File: config.mk
export PLATFORM = sky130hd
export DESIGN_NAME = life_generation_row_step
export DESIGN_NICKNAME = d
export VERILOG_FILES = /design/src/rtl/lgrs_pkg.sv /design/src/rtl/lgrs_cell.sv /design/src/rtl/lgrs_out_fifo.sv /design/src/rtl/life_generation_row_step.sv
export SDC_FILE = /design/constraint.sdc
export NUM_CORES = 1
export LEC_CHECK = 0
export ABC_AREA = 1
export ABC_CLOCK_PERIOD_IN_PS = 8700
export BUFFER_PORTS_ARGS = -buffer_cell sky130_fd_sc_hd__buf_2
export CELL_PAD_IN_SITES_DETAIL_PLACEMENT = 1
export CELL_PAD_IN_SITES_GLOBAL_PLACEMENT = 1
export CORE_ASPECT_RATIO = 0.7
export CORE_MARGIN = 5
export CORE_UTILIZATION = 25
export DETAILED_ROUTE_END_ITERATION = 10
export GPL_ROUTABILITY_DRIVEN = 0
export PLACE_DENSITY = 0.51
export SYNTH_ARGS = -nofsm -noshare
export SYNTH_HDL_FRONTEND = slang
export SYNTH_HIERARCHICAL = 1
export SYNTH_SLANG_ARGS = --single-unit
File: constraint.sdc
create_clock -name clk -period 8.7 [get_ports clk]
set_input_delay 0.87 -clock clk [delete_from_list [all_inputs] [get_ports clk]]
set_output_delay 0.87 -clock clk [all_outputs]
set_load 0.02 [all_outputs]
File: src/rtl/lgrs_pkg.sv
`timescale 1ns / 1ps
`default_nettype none

package lgrs_pkg;

  localparam int MAX_WIDTH = 64;
  localparam int ROW_W     = 64;
  localparam int GW_W      = 7;
  localparam int CNT_W     = 4;
  localparam logic [GW_W-1:0] GW_RESET = GW_W'(MAX_WIDTH);
  localparam logic [CNT_W-1:0] CNT_BORN = CNT_W'(3);
  localparam logic [CNT_W-1:0] CNT_KEEP = CNT_W'(2);

  typedef struct packed {
    logic up;
    logic mid;
    logic down;
  } lgrs_col_t;

  typedef struct packed {
    logic load;
    logic keep;
    logic clear;
  } lgrs_ctrl_t;

  typedef struct packed {
    logic [ROW_W-1:0] row;
    logic             last;
  } lgrs_res_t;

endpackage

`default_nettype wire

File: src/rtl/lgrs_cell.sv
`timescale 1ns / 1ps
`default_nettype none

module lgrs_cell (
  input  wire logic                clk,
  input  wire lgrs_pkg::lgrs_ctrl_t ctrl,
  input  wire logic                en,
  input  wire logic                down_bit,
  input  wire lgrs_pkg::lgrs_col_t left,
  input  wire lgrs_pkg::lgrs_col_t right,
  output lgrs_pkg::lgrs_col_t      own,
  output logic                     next_bit
);
  import lgrs_pkg::*;

  logic above;
  logic middle;
  logic [CNT_W-1:0] cnt;

  assign own.up   = above & en;
  assign own.mid  = middle & en;
  assign own.down = down_bit & en;

  always_comb begin
    cnt = CNT_W'(left.up) + CNT_W'(own.up) + CNT_W'(right.up)
        + CNT_W'(left.mid) + CNT_W'(right.mid)
        + CNT_W'(left.down) + CNT_W'(own.down) + CNT_W'(right.down);
    next_bit = en & ((cnt == CNT_BORN) | (own.mid & (cnt == CNT_KEEP)));
  end

  always_ff @(posedge clk) begin
    if (ctrl.clear) begin
      above  <= 1'b0;
      middle <= 1'b0;
    end else if (ctrl.load) begin
      above  <= ctrl.keep & middle;
      middle <= down_bit;
    end
  end

endmodule

`default_nettype wire

File: src/rtl/lgrs_out_fifo.sv
`timescale 1ns / 1ps
`default_nettype none

module lgrs_out_fifo (
  input  wire logic                clk,
  input  wire logic                rst,
  input  wire logic                wr_en,
  input  wire lgrs_pkg::lgrs_res_t wr_data,
  output logic                     space,
  output logic                     rd_valid,
  output lgrs_pkg::lgrs_res_t      rd_data,
  input  wire logic                rd_ready
);
  import lgrs_pkg::*;

  lgrs_res_t   slots [2];
  logic        wr_ptr;
  logic        rd_ptr;
  logic [1:0]  count;
  logic        do_wr;
  logic        do_rd;

  assign space    = (count != 2'd2);
  assign rd_valid = (count != 2'd0);
  assign rd_data  = slots[rd_ptr];
  assign do_wr    = wr_en & space;
  assign do_rd    = rd_valid & rd_ready;

  always_ff @(posedge clk) begin
    if (do_wr) begin
      slots[wr_ptr] <= wr_data;
    end
  end

  always_ff @(posedge clk) begin
    if (rst) begin
      wr_ptr <= 1'b0;
      rd_ptr <= 1'b0;
      count  <= 2'd0;
    end else begin
      if (do_wr) begin
        wr_ptr <= ~wr_ptr;
      end
      if (do_rd) begin
        rd_ptr <= ~rd_ptr;
      end
      count <= count + 2'(do_wr) - 2'(do_rd);
    end
  end

endmodule

`default_nettype wire

File: src/rtl/life_generation_row_step.sv
`timescale 1ns / 1ps
`default_nettype none

// One generation of Life (B3/S23) over a grid of up to 64 columns, row by row.
// Input stream s_*: one current-generation row per request, top row first;
// s_tlast marks the bottom row of the grid. Output stream m_*: next-generation
// rows in order; m_tlast marks the bottom row of the new generation.
// Row r of input yields row r-1 of output, which enters the output queue when row
// r is taken; the first row of a grid yields nothing unless it is also the bottom row.
// A bottom row adds one result, formed while flushing with s_tready low.
// Otherwise one row is taken per cycle while the output queue has space.
// Each column is one cell holding its bits of the two held rows and trading
// them with its neighbors; all columns count neighbors in parallel.
// cfg_we/cfg_wdata set the grid width; columns at or above it are dead and
// read as zero. Write it only between grids.
// A two-entry output queue decouples the sides: while m_tready is low the
// block keeps taking rows until the queue is full, then drops s_tready.
// Reset empties the queue, clears the held rows and sets the width to 64.
module life_generation_row_step (
  input  wire logic                          clk,
  input  wire logic                          rst,
  input  wire logic                          cfg_we,
  input  wire logic [lgrs_pkg::GW_W-1:0]     cfg_wdata,
  input  wire logic                          s_tvalid,
  output logic                               s_tready,
  input  wire logic [lgrs_pkg::ROW_W-1:0]    s_tdata,   // row_cells
  input  wire logic                          s_tlast,
  output logic                               m_tvalid,
  input  wire logic                          m_tready,
  output logic [lgrs_pkg::ROW_W-1:0]         m_tdata,   // next_row
  output logic                               m_tlast
);
  import lgrs_pkg::*;

  logic [GW_W-1:0]  grid_width;
  logic             mid_valid;
  logic             flush;
  logic             space;
  logic             acc;
  logic             flush_go;
  lgrs_ctrl_t       ctrl;
  lgrs_res_t        res;
  lgrs_res_t        rd_data;
  logic [ROW_W-1:0] en;
  logic [ROW_W-1:0] down_row;
  logic [ROW_W-1:0] next_row;
  lgrs_col_t        cols [ROW_W];

  assign s_tready = space & ~flush;
  assign acc      = s_tvalid & s_tready;
  assign flush_go = flush & space;

  assign ctrl.load  = acc;
  assign ctrl.keep  = mid_valid;
  assign ctrl.clear = rst | flush_go;

  assign down_row = flush ? '0 : s_tdata;

  always_ff @(posedge clk) begin
    if (rst) begin
      grid_width <= GW_RESET;
    end else if (cfg_we) begin
      grid_width <= cfg_wdata;
    end
  end

  always_ff @(posedge clk) begin
    if (rst) begin
      mid_valid <= 1'b0;
      flush     <= 1'b0;
    end else if (flush_go) begin
      mid_valid <= 1'b0;
      flush     <= 1'b0;
    end else if (acc) begin
      mid_valid <= 1'b1;
      flush     <= s_tlast;
    end
  end

  for (genvar i = 0; i < ROW_W; i++) begin : g_col
    lgrs_col_t left;
    lgrs_col_t right;

    assign en[i] = GW_W'(i) < grid_width;

    if (i == 0) begin : g_left_edge
      assign left = '0;
    end else begin : g_left
      assign left = cols[i-1];
    end

    if (i == ROW_W - 1) begin : g_right_edge
      assign right = '0;
    end else begin : g_right
      assign right = cols[i+1];
    end

    lgrs_cell u_cell (
      .clk      (clk),
      .ctrl     (ctrl),
      .en       (en[i]),
      .down_bit (down_row[i]),
      .left     (left),
      .right    (right),
      .own      (cols[i]),
      .next_bit (next_row[i])
    );
  end

  assign res.row  = next_row;
  assign res.last = flush;

  lgrs_out_fifo u_out_fifo (
    .clk      (clk),
    .rst      (rst),
    .wr_en    ((acc & mid_valid) | flush_go),
    .wr_data  (res),
    .space    (space),
    .rd_valid (m_tvalid),
    .rd_data  (rd_data),
    .rd_ready (m_tready)
  );

  assign m_tdata = rd_data.row;
  assign m_tlast = rd_data.last;

endmodule

`default_nettype wire
Word level (Yosys, flattened, before mapping)
Memories as Yosys holds them, arrays and structs flattened. A register that Yosys moved wholly into a read port is not among the register bits.
Cells that the tools add are included.
{"block": "classes", "magnitude_cmp": 64, "eq_ne": 129, "n_bitwise": 459, "n_mux": 5, "reduce_logical": 2, "addsub": 443}
{"operator": "$add 4x1->4", "n": 378}
{"operator": "$eq 4x2->1 const B", "n": 128}
{"operator": "$and 1x1->1", "n": 390}
{"operator": "$lt 6x7->1 const A", "n": 32}
{"operator": "$add 1x1->2", "n": 63}
{"operator": "$lt 5x7->1 const A", "n": 16}
{"operator": "$or 1x1->1", "n": 66}
{"operator": "$mux 64", "n": 1}
{"operator": "$lt 4x7->1 const A", "n": 8}
{"operator": "$lt 3x7->1 const A", "n": 4}
{"operator": "$lt 1x7->1 const A", "n": 2}
{"operator": "$lt 2x7->1 const A", "n": 2}
{"operator": "$mux 1", "n": 4}
{"operator": "$not 1->1", "n": 3}
{"operator": "$add 2x1->2", "n": 1}
{"operator": "$ne 2x2->1 const B", "n": 1}
{"operator": "$reduce_bool 2->1", "n": 1}
{"operator": "$reduce_or 2->1", "n": 1}
{"operator": "$sub 2x1->2", "n": 1}
{"block": "word_totals", "mem_count": 1, "inputBits": 77, "ram_bits": 130, "reg_bits": 141, "word_cells": 1237, "out_inout_bits": 67}
{"memory": "u_out_fifo.slots", "words": 2, "width": 65, "read_ports": 1, "rd_ports_with_merged_regs": 1, "write_ports": 1, "line_no": "lgrs_out_fifo.sv:16", "rtl": "lgrs_res_t slots [2];"}

Depth between registers and ports, before layout
Gate-level depths: netlist of run 1.
{"block": "depth", "ltp_word": 13, "depth_mapped": 18, "mapped_depth_nobuf": 18}

By module
Netlist of run 1, hierarchy kept.
{"mod": "lgrs_cell", "area_each_um2": 286.5, "cells_per_inst": 42, "instances": 64, "seq_area_each_um2": 40.0}
{"mod": "lgrs_out_fifo", "area_each_um2": 5139.9, "cells_per_inst": 239, "instances": 1, "seq_area_each_um2": 4003.8}
{"mod": "life_generation_row_step", "area_each_um2": 1362.6, "cells_per_inst": 293, "instances": 1, "seq_area_each_um2": 180.2}

Worst setup path before layout of run 1
Ideal clock, no wire load.
{"block": "synth_timing", "path_type": "reg2reg", "startpoint": "register u_out_fifo.count[0]", "endpoint": "register flush", "slack_ps": 1190, "path_stages_with_launch": 6, "t_arrival_ps": 7039, "period_less_slack_ps": 7510, "required_time_ps": 8229, "setup_time_ps": 471, "path_buffers": 0, "path_cell_list": "dfxtp_1 inv_1 nand2_1 inv_1 o21ai_0 a21oi_1"}
{"block": "synth_between", "elab_chain_cells": 3, "elab_cells_between_ends": 5, "classes_between": "eq/ne: 1; bitwise: 3; reduce/logical: 1"}
{"element": "from (decl)", "line_no": "lgrs_out_fifo.sv:19", "rtl": "logic [1:0] count;"}
{"element": "from (signal assigned)", "line_no": "lgrs_out_fifo.sv:47", "rtl": "count <= count + 2'(do_wr) - 2'(do_rd);"}
{"element": "$ne 2x2->1 *", "line_no": "lgrs_out_fifo.sv:23", "rtl": "assign space = (count != 2'd2);"}
{"element": "via space", "line_no": "life_generation_row_step.sv:38", "rtl": "logic space;"}
{"element": "$and 1x1->1, on equally long branches", "line_no": "life_generation_row_step.sv:49, life_generation_row_step.sv:51"}
{"element": "$and 1x1->1 / $reduce_or 2->1 (equally long branches)"}
{"element": "to (signal assigned)", "line_no": "life_generation_row_step.sv:76", "rtl": "flush <= s_tlast;"}
{"element": "to (decl)", "line_no": "life_generation_row_step.sv:37", "rtl": "logic flush;"}
Mark *: on every way through the listed nets, which the timed path passes. The rest lies on a longest branch.
A chain may end at the register's enable or synchronous reset.

==> run summary, run 1 <==
RSZ-0062 raised after global routing = no
Worst Hold Path Cells = 2
Clock transition at path regs = 60 ps
hold path start = g_col[10].u_cell/above
Post-CTS Setup Bufs = 0
Max H-tree Level = 2
Unique masters post-synth = 23
Cells after Synth = 3220
Reg2Reg Depth = 17
final setup skew = 34.1 ps
number of synthesis warnings = 6
arrival time worst endpoint = 6020 ps
largest family of logic cells by synthesized area = adder cells
Synth top area share = 20.6%
Wirelength per Cell = 15.2 µm
Tot GR Track Use = 13.8%
Clock Tree Root = clkbuf_16
DRC = 0
MaxCap Viol Count = 0
setup TNS = 0 ps
Post-Syn Area = 24800 µm²
Post-Synth Adder-Cell Area = 30.4%
Synth Area in Compound Gates = 5.06%
Max VDD drop = 179 µV
vias per cell = 4.01
CTS Hold Buffers Added = 0
most common cell after layout, fill and taps aside = inv_1
die area = 106000 µm²
CTS Buffer Depth = 3
via count = 19000
CTS tree = yes
crit end category = flip-flop
Power Density = 219 nW/µm²
Primary FF master, synth = dfxtp_1
Synth Area per Inst = 7.71 µm²
largest net degree at the start of global routing = 111
Area Overhead vs Synth = 14.3%
Post-Synth Simple-Gate Area = 17.1%
largest area contributor in the netlist = fa_1
Leakage Power = 14.9 nW
minimum clock period = 5620 ps
reg2reg start = grid_width[6]
Final Slew Violations = 0
most frequent cells in the layout = 1056 x inv_1, 682 x nand2_1, 341 x nor2_1
final setup vio count = 0
initial core utilization = 25.3%
PostCTS Resize Cnt = 0
sequential element share of the synthesized area = 27.2%
HPWL Detailed = 56400 µm
CTS buffer count = 37
# fillers = 12000
Synth Area in XOR/XNOR = 0%
antenna violations before repair = 1
Die Ht = 274 µm
TritonRoute pass-1 iters = 4
clock sink total = 272
Post-Route WL = 72400 µm
RR Endpoint = u_out_fifo/slots[1][43]
reg2reg setup slack = 3080 ps
Worst-Margin Slew = 1140 ps
Remaining Overflow, GRT = 0
largest cells by area after synthesis = fa_1 21%, inv_1 16%, edfxtp_1 16%
startpoint types = flip-flop
DRC violation total after the first TritonRoute iteration = 718
first-pass GRT wire length = 115000 µm
I/O pin count = 144
fin nets = 3925
Final Hold Viols = 0
mux cell area share after synthesis = 3.70%
share of layout cells above drive strength 1 = 8.29%
hold worst-path end = g_col[10].u_cell/above
final period utilization = 64.6%
Placeable Area = 98300 µm²
HP Class = flip-flop to flip-flop
Util after Layout = 28.9%
number of global-route vias before repair = 20300
port bufs = 143
row count = 96
Chip Width = 387 µm
Worst Path Max Fanout = 12
Slew Limit Headroom = 23.7%
status = complete, no violations
post-synthesis register bit count = 272
Post-synth EDFFs = 130
Clock Latency Late Sink = 570 ps
antenna-violating nets left = 0
WS Path Type = flip-flop to flip-flop
worst path required time = 9100 ps
Synth async-reset ratio = 0%
Peak Freq = 178 MHz
through the flow:
step / instances / hold slack [ps] / instance area (µm²) / setup WS, ps / power, mW
3_5_place_dp: 4682 / 458 / 27200 / 3050 / 4.78
2_1_floorplan: 3225 / 446 / 24900 / 1190 / 3.94
6_report: 4750 / 469 / 28400 / 3080 / 6.20
5_1_grt: 4749 / 481 / 28400 / 2600 / 6.87
3_3_place_gp: 4682 / 460 / 27200 / 2920 / 4.76
4_1_cts: 4749 / 460 / 28400 / 2990 / 6.38
how the worst max path moves through the flow:
stage                         from                      end  slack (ps)  depth (start not counted)
2_1_floorplan  u_out_fifo/count[0]                    flush        1190                          5
3_3_place_gp         grid_width[6]  u_out_fifo/slots[1][47]        2920                         17
3_5_place_dp         grid_width[6]  u_out_fifo/slots[0][47]        3050                         17
4_1_cts              grid_width[6]  u_out_fifo/slots[0][47]        2990                         17
5_1_grt              grid_width[6]  u_out_fifo/slots[0][47]        2600                         17
6_report             grid_width[6]  u_out_fifo/slots[1][43]        3080                         17
Yosys cell counts, types with 2 or more instances:
library cell / n
buf_2: 9
nand3_1: 75
dfxtp_1: 142
edfxtp_1: 130
ha_1: 194
o21ai_0: 42
clkbuf_1: 3
mux2_2: 15
nor2_1: 342
nand2_1: 682
inv_1: 1058
a21oi_1: 207
nor2_4: 2
mux2_4: 50
fa_1: 256
buf_6: 6
final cells by class:
type	count	area (µm²)	area share, %
tap	1323	1660	5.83
timing repair buffer	153	791	2.79
sequential	272	6760	23.8
clock inverter	13	109	0.383
antenna	1	2.50	0.00882
multi-input combinational	1875	14000	49.4
clock buffer	54	1060	3.73
inverter	1059	3980	14.0
power by group:
part | leakage [nW] | total (mW) | internal (mW) | switching [mW]
Combinational | 12.0 | 2.94 | 1.10 | 1.84
Sequential | 2.37 | 1.75 | 1.62 | 0.135
Clock | 0.552 | 1.52 | 0.877 | 0.639
registers in the layout, summed over array words and instances, names as in the netlist, named ones only:
register             cells
u_out_fifo/wr_ptr        1
g_col.u_cell/above      64
grid_width               7
flush                    1
u_out_fifo/rd_ptr        1
u_out_fifo/count         2
g_col.u_cell/middle     64
mid_valid                1
u_out_fifo/slots       130
layer usage:
layer  global-route usage [%]  wire length [µm]  part of all wire [%]  up-vias
met2                     20.7             29400                    41      151
met1                     21.2             40000                    55     9096
met4                     2.13               907                   1.3        0
li1                         -                 -                     -     9742
met3                     2.00              2030                   2.8       50
met5                        0                 0                     0        -
critical path, cell delays in order (launching register included):
cell	delay, ps
dfxtp_1	530
inv_1	320
nand2_1	360
nand2_1	300
o21ai_0	920
nand2_1	230
inv_1	130
inv_1	60
fa_1	570
fa_1	430
fa_1	490
inv_1	40
ha_1	200
fa_1	480
nand2_1	50
nor2_1	130
nand2_1	60
nor2_1	140
kinds of logic after synthesis:
family          after synthesis
fa+ha+maj                   450
other cells                   1
compound gates              251
flops                       272
mux                          65
simple gates               1103
buf+inv                    1078
(Power assumes the default switching activity.)
==> run 2, diff against run 1 <==
--- a/config.mk
+++ b/config.mk
@@ -6,7 +6,7 @@
 export NUM_CORES = 1
 export LEC_CHECK = 0
 export ABC_AREA = 1
-export ABC_CLOCK_PERIOD_IN_PS = 8700
+export ABC_CLOCK_PERIOD_IN_PS = 5300
 export BUFFER_PORTS_ARGS = -buffer_cell sky130_fd_sc_hd__buf_2
 export CELL_PAD_IN_SITES_DETAIL_PLACEMENT = 1
 export CELL_PAD_IN_SITES_GLOBAL_PLACEMENT = 1
==> constraint.sdc (replaced) <==
create_clock -name clk -period 5.3 [get_ports clk]
set_input_delay 0.53 -clock clk [delete_from_list [all_inputs] [get_ports clk]]
set_output_delay 0.53 -clock clk [all_outputs]
set_load 0.02 [all_outputs]
==> run 2 against run 1 <==
Net effect: critical path type unchanged; highest routed layer unchanged; wire length is 0.45% higher; clock power up 68%; via count decreased by 0.20%; register-to-register slack worse by 2700 ps.
==> run summary, run 2 (same netlist as run 1, synthesis figures left out) <==
Area Overhead vs Synth = 15.6%
setup TNS = 0 ps
initial core utilization = 25.3%
final setup vio count = 0
number of global-route vias before repair = 20600
Die Ht = 274 µm
antenna violations before repair = 0
Worst Path Max Fanout = 20
CTS tree = yes
I/O pin count = 144
worst path required time = 5710 ps
Placeable Area = 98300 µm²
row count = 96
Clock Tree Root = clkbuf_16
DRC = 0
Post-CTS Setup Bufs = 0
WS Path Type = flip-flop to flip-flop
MaxCap Viol Count = 0
Post-Route WL = 72700 µm
largest net degree at the start of global routing = 130
CP Cell Sequence = buf_4, nor2_1, buf_4, o21ai_0, nand2_1, inv_1, inv_1, fa_1, fa_1, fa_1, inv_1, ha_1, fa_1, nand2_1, nor2_1, nand2_1, nor2_1
TritonRoute pass-1 iters = 4
# fillers = 12100
most frequent cells in the layout = 1056 x inv_1, 682 x nand2_1, 341 x nor2_1
share of layout cells above drive strength 1 = 9.11%
critical path's slowest cell = o21ai_0
first-pass GRT wire length = 117000 µm
arrival time worst endpoint = 5300 ps
antenna-violating nets left = 0
Hold Slack = 180 ps
Power Density = 359 nW/µm²
Power, Total = 10.3 mW
startpoint types = flip-flop
Remaining Overflow, GRT = 0
Peak Freq = 204 MHz
CTS Hold Buffers Added = 0
Final Hold Viols = 0
DRC violation total after the first TritonRoute iteration = 765
sequential standard cell area = 6760 µm²
Regs by FF count = u_out_fifo/slots x130, g_col.u_cell/above x64, g_col.u_cell/middle x64
final period utilization = 92.3%
Inserted Diodes = 0
RSZ-0062 raised after global routing = no
Clock transition at path regs = 60 ps
Chip Width = 387 µm
Tot GR Track Use = 14.0%
Worst-Margin Slew = 996 ps
max reg flops = 130
port bufs = 143
cell mode on critical path = fa_1
Max H-tree Level = 2
CTS Buffer Depth = 3
minimum clock period = 4890 ps
crit end category = flip-flop
most common cell after layout, fill and taps aside = inv_1
Leakage Power = 15.1 nW
Wirelength per Cell = 15.2 µm
Final Slew Violations = 0
vias per cell = 3.97
Max VDD drop = 178 µV
fin nets = 3957
HPWL Detailed = 57700 µm
die area = 106000 µm²
PostCTS Resize Cnt = 0
CTS buffer count = 36
Top reg by flops = u_out_fifo/slots
multi-input logic area = 14000 µm²
HP Class = primary input to flip-flop
status = complete, no violations
clock sink total = 272
via count = 19000
Slew Limit Headroom = 32.9%
CP max stage delay = 810 ps
Clock Latency Late Sink = 570 ps
final setup skew = 27.8 ps
==> run 2: critical path, delay by kind of cell (launching register included) <==
kind	cells	cell delay (ps)
AO/OA/AOI/OAI	1	810
AND/OR/NAND/NOR	6	730
flip-flops	1	320
adder cells (fa/ha/maj)	5	2190
buffers and inverters	5	680
==> run 2: cell type report <==
class                           count  share of cell area, %
Clock inverter                     19                  0.615
Clock buffer                       47                   3.53
Timing Repair Buffer              186                   3.84
Tap cell                         1323                   5.77
Inverter                         1059                   13.9
Multi-Input combinational cell   1875                   48.9
Sequential cell                   272                   23.5
==> run 2: power by group <==
| group | internal [mW] | switching, mW | total (mW) |
|---|---|---|---|
| clock | 1.50 | 1.05 | 2.55 |
| combinational | 1.85 | 3.05 | 4.90 |
| sequential | 2.65 | 0.208 | 2.86 |
| total | 6.01 | 4.31 | 10.3 |
==> run 2: per-layer routing <==
layer | share of wire (%) | wire, µm | GRT usage, %
met1 | 55 | 39700 | 21.2
met2 | 42 | 30400 | 21.6
met3 | 2.6 | 1920 | 1.95
met4 | 1.0 | 725 | 1.89
met5 | 0 | 0 | 0
==> run 2: final timing paths <==
check / slack [ps] / to / start / depth (start not counted)
max: 410 / u_out_fifo/slots[0][37] / grid_width[6] / 17
min: 180 / u_out_fifo/count[0] / rst / 2
max reg2reg: 410 / u_out_fifo/slots[0][37] / grid_width[6] / 17
min reg2reg: 470 / g_col[25].u_cell/above / g_col[25].u_cell/above / 2
==> run 2: through the flow <==
stage               instance area (µm²)  setup WS [ps]  cells  util, %
floorplan                         24900            238   3225        -
global placement                  27500            518   4715     28.0
detailed placement                27500            475   4715     28.0
CTS                               28700            447   4781     29.2
global route                      28700            134   4781     29.2
finish                            28700            409   4781     29.2
==> run 3, diff against run 2 <==
--- a/config.mk
+++ b/config.mk
@@ -16,6 +16,7 @@
 export DETAILED_ROUTE_END_ITERATION = 10
 export GPL_ROUTABILITY_DRIVEN = 0
 export PLACE_DENSITY = 0.51
+export RECOVER_POWER = 25
 export SYNTH_ARGS = -nofsm -noshare
 export SYNTH_HDL_FRONTEND = slang
 export SYNTH_HIERARCHICAL = 1
==> run 3 against run 2 <==
Net effect: the run now ends with capacitance limit, slew limit left; core utilization fell by 0.066 points; final cell count barely moved; sequential power barely moved.
==> run summary, run 3 (same netlist as run 1, synthesis figures left out) <==
clock sink total = 272
Top reg by flops = u_out_fifo/slots
CTS Buffer Depth = 3
Worst Hold Path Cells = 2
Util after Layout = 29.2%
row count = 96
initial core utilization = 25.3%
antenna violations before repair = 0
Worst-Margin Slew = 3260 ps
Chip Width = 387 µm
Clock transition at path regs = 60 ps
setup TNS = 0 ps
most common cell after layout, fill and taps aside = inv_1
WS Path Type = flip-flop to flip-flop
Slew Limit Headroom = -117%
Placeable Area = 98300 µm²
Reg2Reg Depth = 17
Worst Path Max Fanout = 20
HP Class = primary input to flip-flop
port bufs = 143
max reg flops = 130
most frequent cells in the layout = 1056 x inv_1, 682 x nand2_1, 341 x nor2_1
first-pass GRT wire length = 117000 µm
largest net degree at the start of global routing = 130
HPWL Detailed = 57700 µm
CTS buffer count = 36
Hold Slack = 236 ps
crit end category = flip-flop
final period utilization = 92.3%
RSZ-0062 raised after global routing = no
minimum clock period = 4890 ps
Power, Total = 10.3 mW
number of global-route vias before repair = 20600
CP max stage delay = 800 ps
Area Overhead vs Synth = 15.3%
CTS tree = yes
antenna-violating nets left = 0
via count = 19000
Remaining Overflow, GRT = 0
Post-Route WL = 72700 µm
status = finished, violations left
startpoint types = flip-flop
WP depth = 17
Regs by FF count = u_out_fifo/slots x130, g_col.u_cell/above x64, g_col.u_cell/middle x64
sequential standard cell area = 6750 µm²
final setup skew = 28.5 ps
CP Cell Sequence = buf_4, nor2_1, buf_4, o21ai_0, nand2_1, inv_1, inv_1, fa_1, fa_1, fa_1, inv_1, ha_1, fa_1, nand2_1, nor2_1, nand2_1, nor2_1
Die Ht = 274 µm
Final Hold Viols = 0
Peak Freq = 204 MHz
PostCTS Resize Cnt = 0
Max VDD drop = 177 µV
fin nets = 3957
die area = 106000 µm²
final setup vio count = 0
Tot GR Track Use = 14.0%
Leakage Power = 15.0 nW
worst path required time = 5710 ps
multi-input logic area = 14000 µm²
failing checks = capacitance limit, slew limit
DRC = 0
buffers and inverters on the worst path = 5
I/O pin count = 144
Max H-tree Level = 2
Clock Tree Root = clkbuf_16
Clock Latency Late Sink = 570 ps
TritonRoute pass-1 iters = 5
critical path's top delay family = adder cells
MaxCap Viol Count = 1
cell mode on critical path = fa_1
Wirelength per Cell = 15.2 µm
# fillers = 12100
Post-CTS Setup Bufs = 0
Power Density = 359 nW/µm²
reg2reg setup slack = 410 ps
vias per cell = 3.98
Final Slew Violations = 130
DRC violation total after the first TritonRoute iteration = 765
share of layout cells above drive strength 1 = 8.50%
critical path's slowest cell = o21ai_0
arrival time worst endpoint = 5300 ps
CTS Hold Buffers Added = 0
run 3: cell count changes in the layout (fill, tap and decap cells not counted), moves of 3 or more:
cell      previous run  this run
buf_2              143       134
mux2_2              15        12
mux2_4              50        44
mux2_1               0         9
clkbuf_1             6        15
run 3: worst paths after layout:
path / end / start
min: u_out_fifo/count[0] / rst
min reg2reg: g_col[25].u_cell/above / g_col[25].u_cell/above
max: u_out_fifo/slots[0][37] / grid_width[6]
max reg2reg: u_out_fifo/slots[0][37] / grid_width[6]
run 3: layout make-up:
class                      count  share of cell area, %
antenna                        1                0.00874
clock buffer                  47                   3.54
clock inverter                19                  0.616
inverter                    1059                   13.9
multi-input combinational   1875                   48.8
sequential                   272                   23.6
tap                         1323                   5.78
timing repair buffer         186                   3.75
run 3: power breakdown:
part	switching, mW	internal (mW)	leakage (nW)
clock network	1.05	1.50	0.575
registers	0.205	2.65	2.37
logic	3.05	1.83	12.1
total	4.30	5.98	15.0
run 3: stage by stage:
stage / worst slack (ps) / cells / area [µm²]
finish: 407 / 4782 / 28600
global route: 134 / 4781 / 28600
CTS: 447 / 4781 / 28700
detailed placement: 475 / 4715 / 27500
global placement: 518 / 4715 / 27500
floorplan: 238 / 3225 / 24900
run 3: layer usage:
| layer | global-route usage (%) | up-vias | share of wire, % |
|---|---|---|---|
| met2 | 21.6 | 137 | 42 |
| met4 | 1.89 | 0 | 1.0 |
| met3 | 1.95 | 42 | 2.5 |
| met5 | 0 | - | 0 |
| met1 | 21.2 | 9053 | 55 |
| li1 | - | 9800 | - |
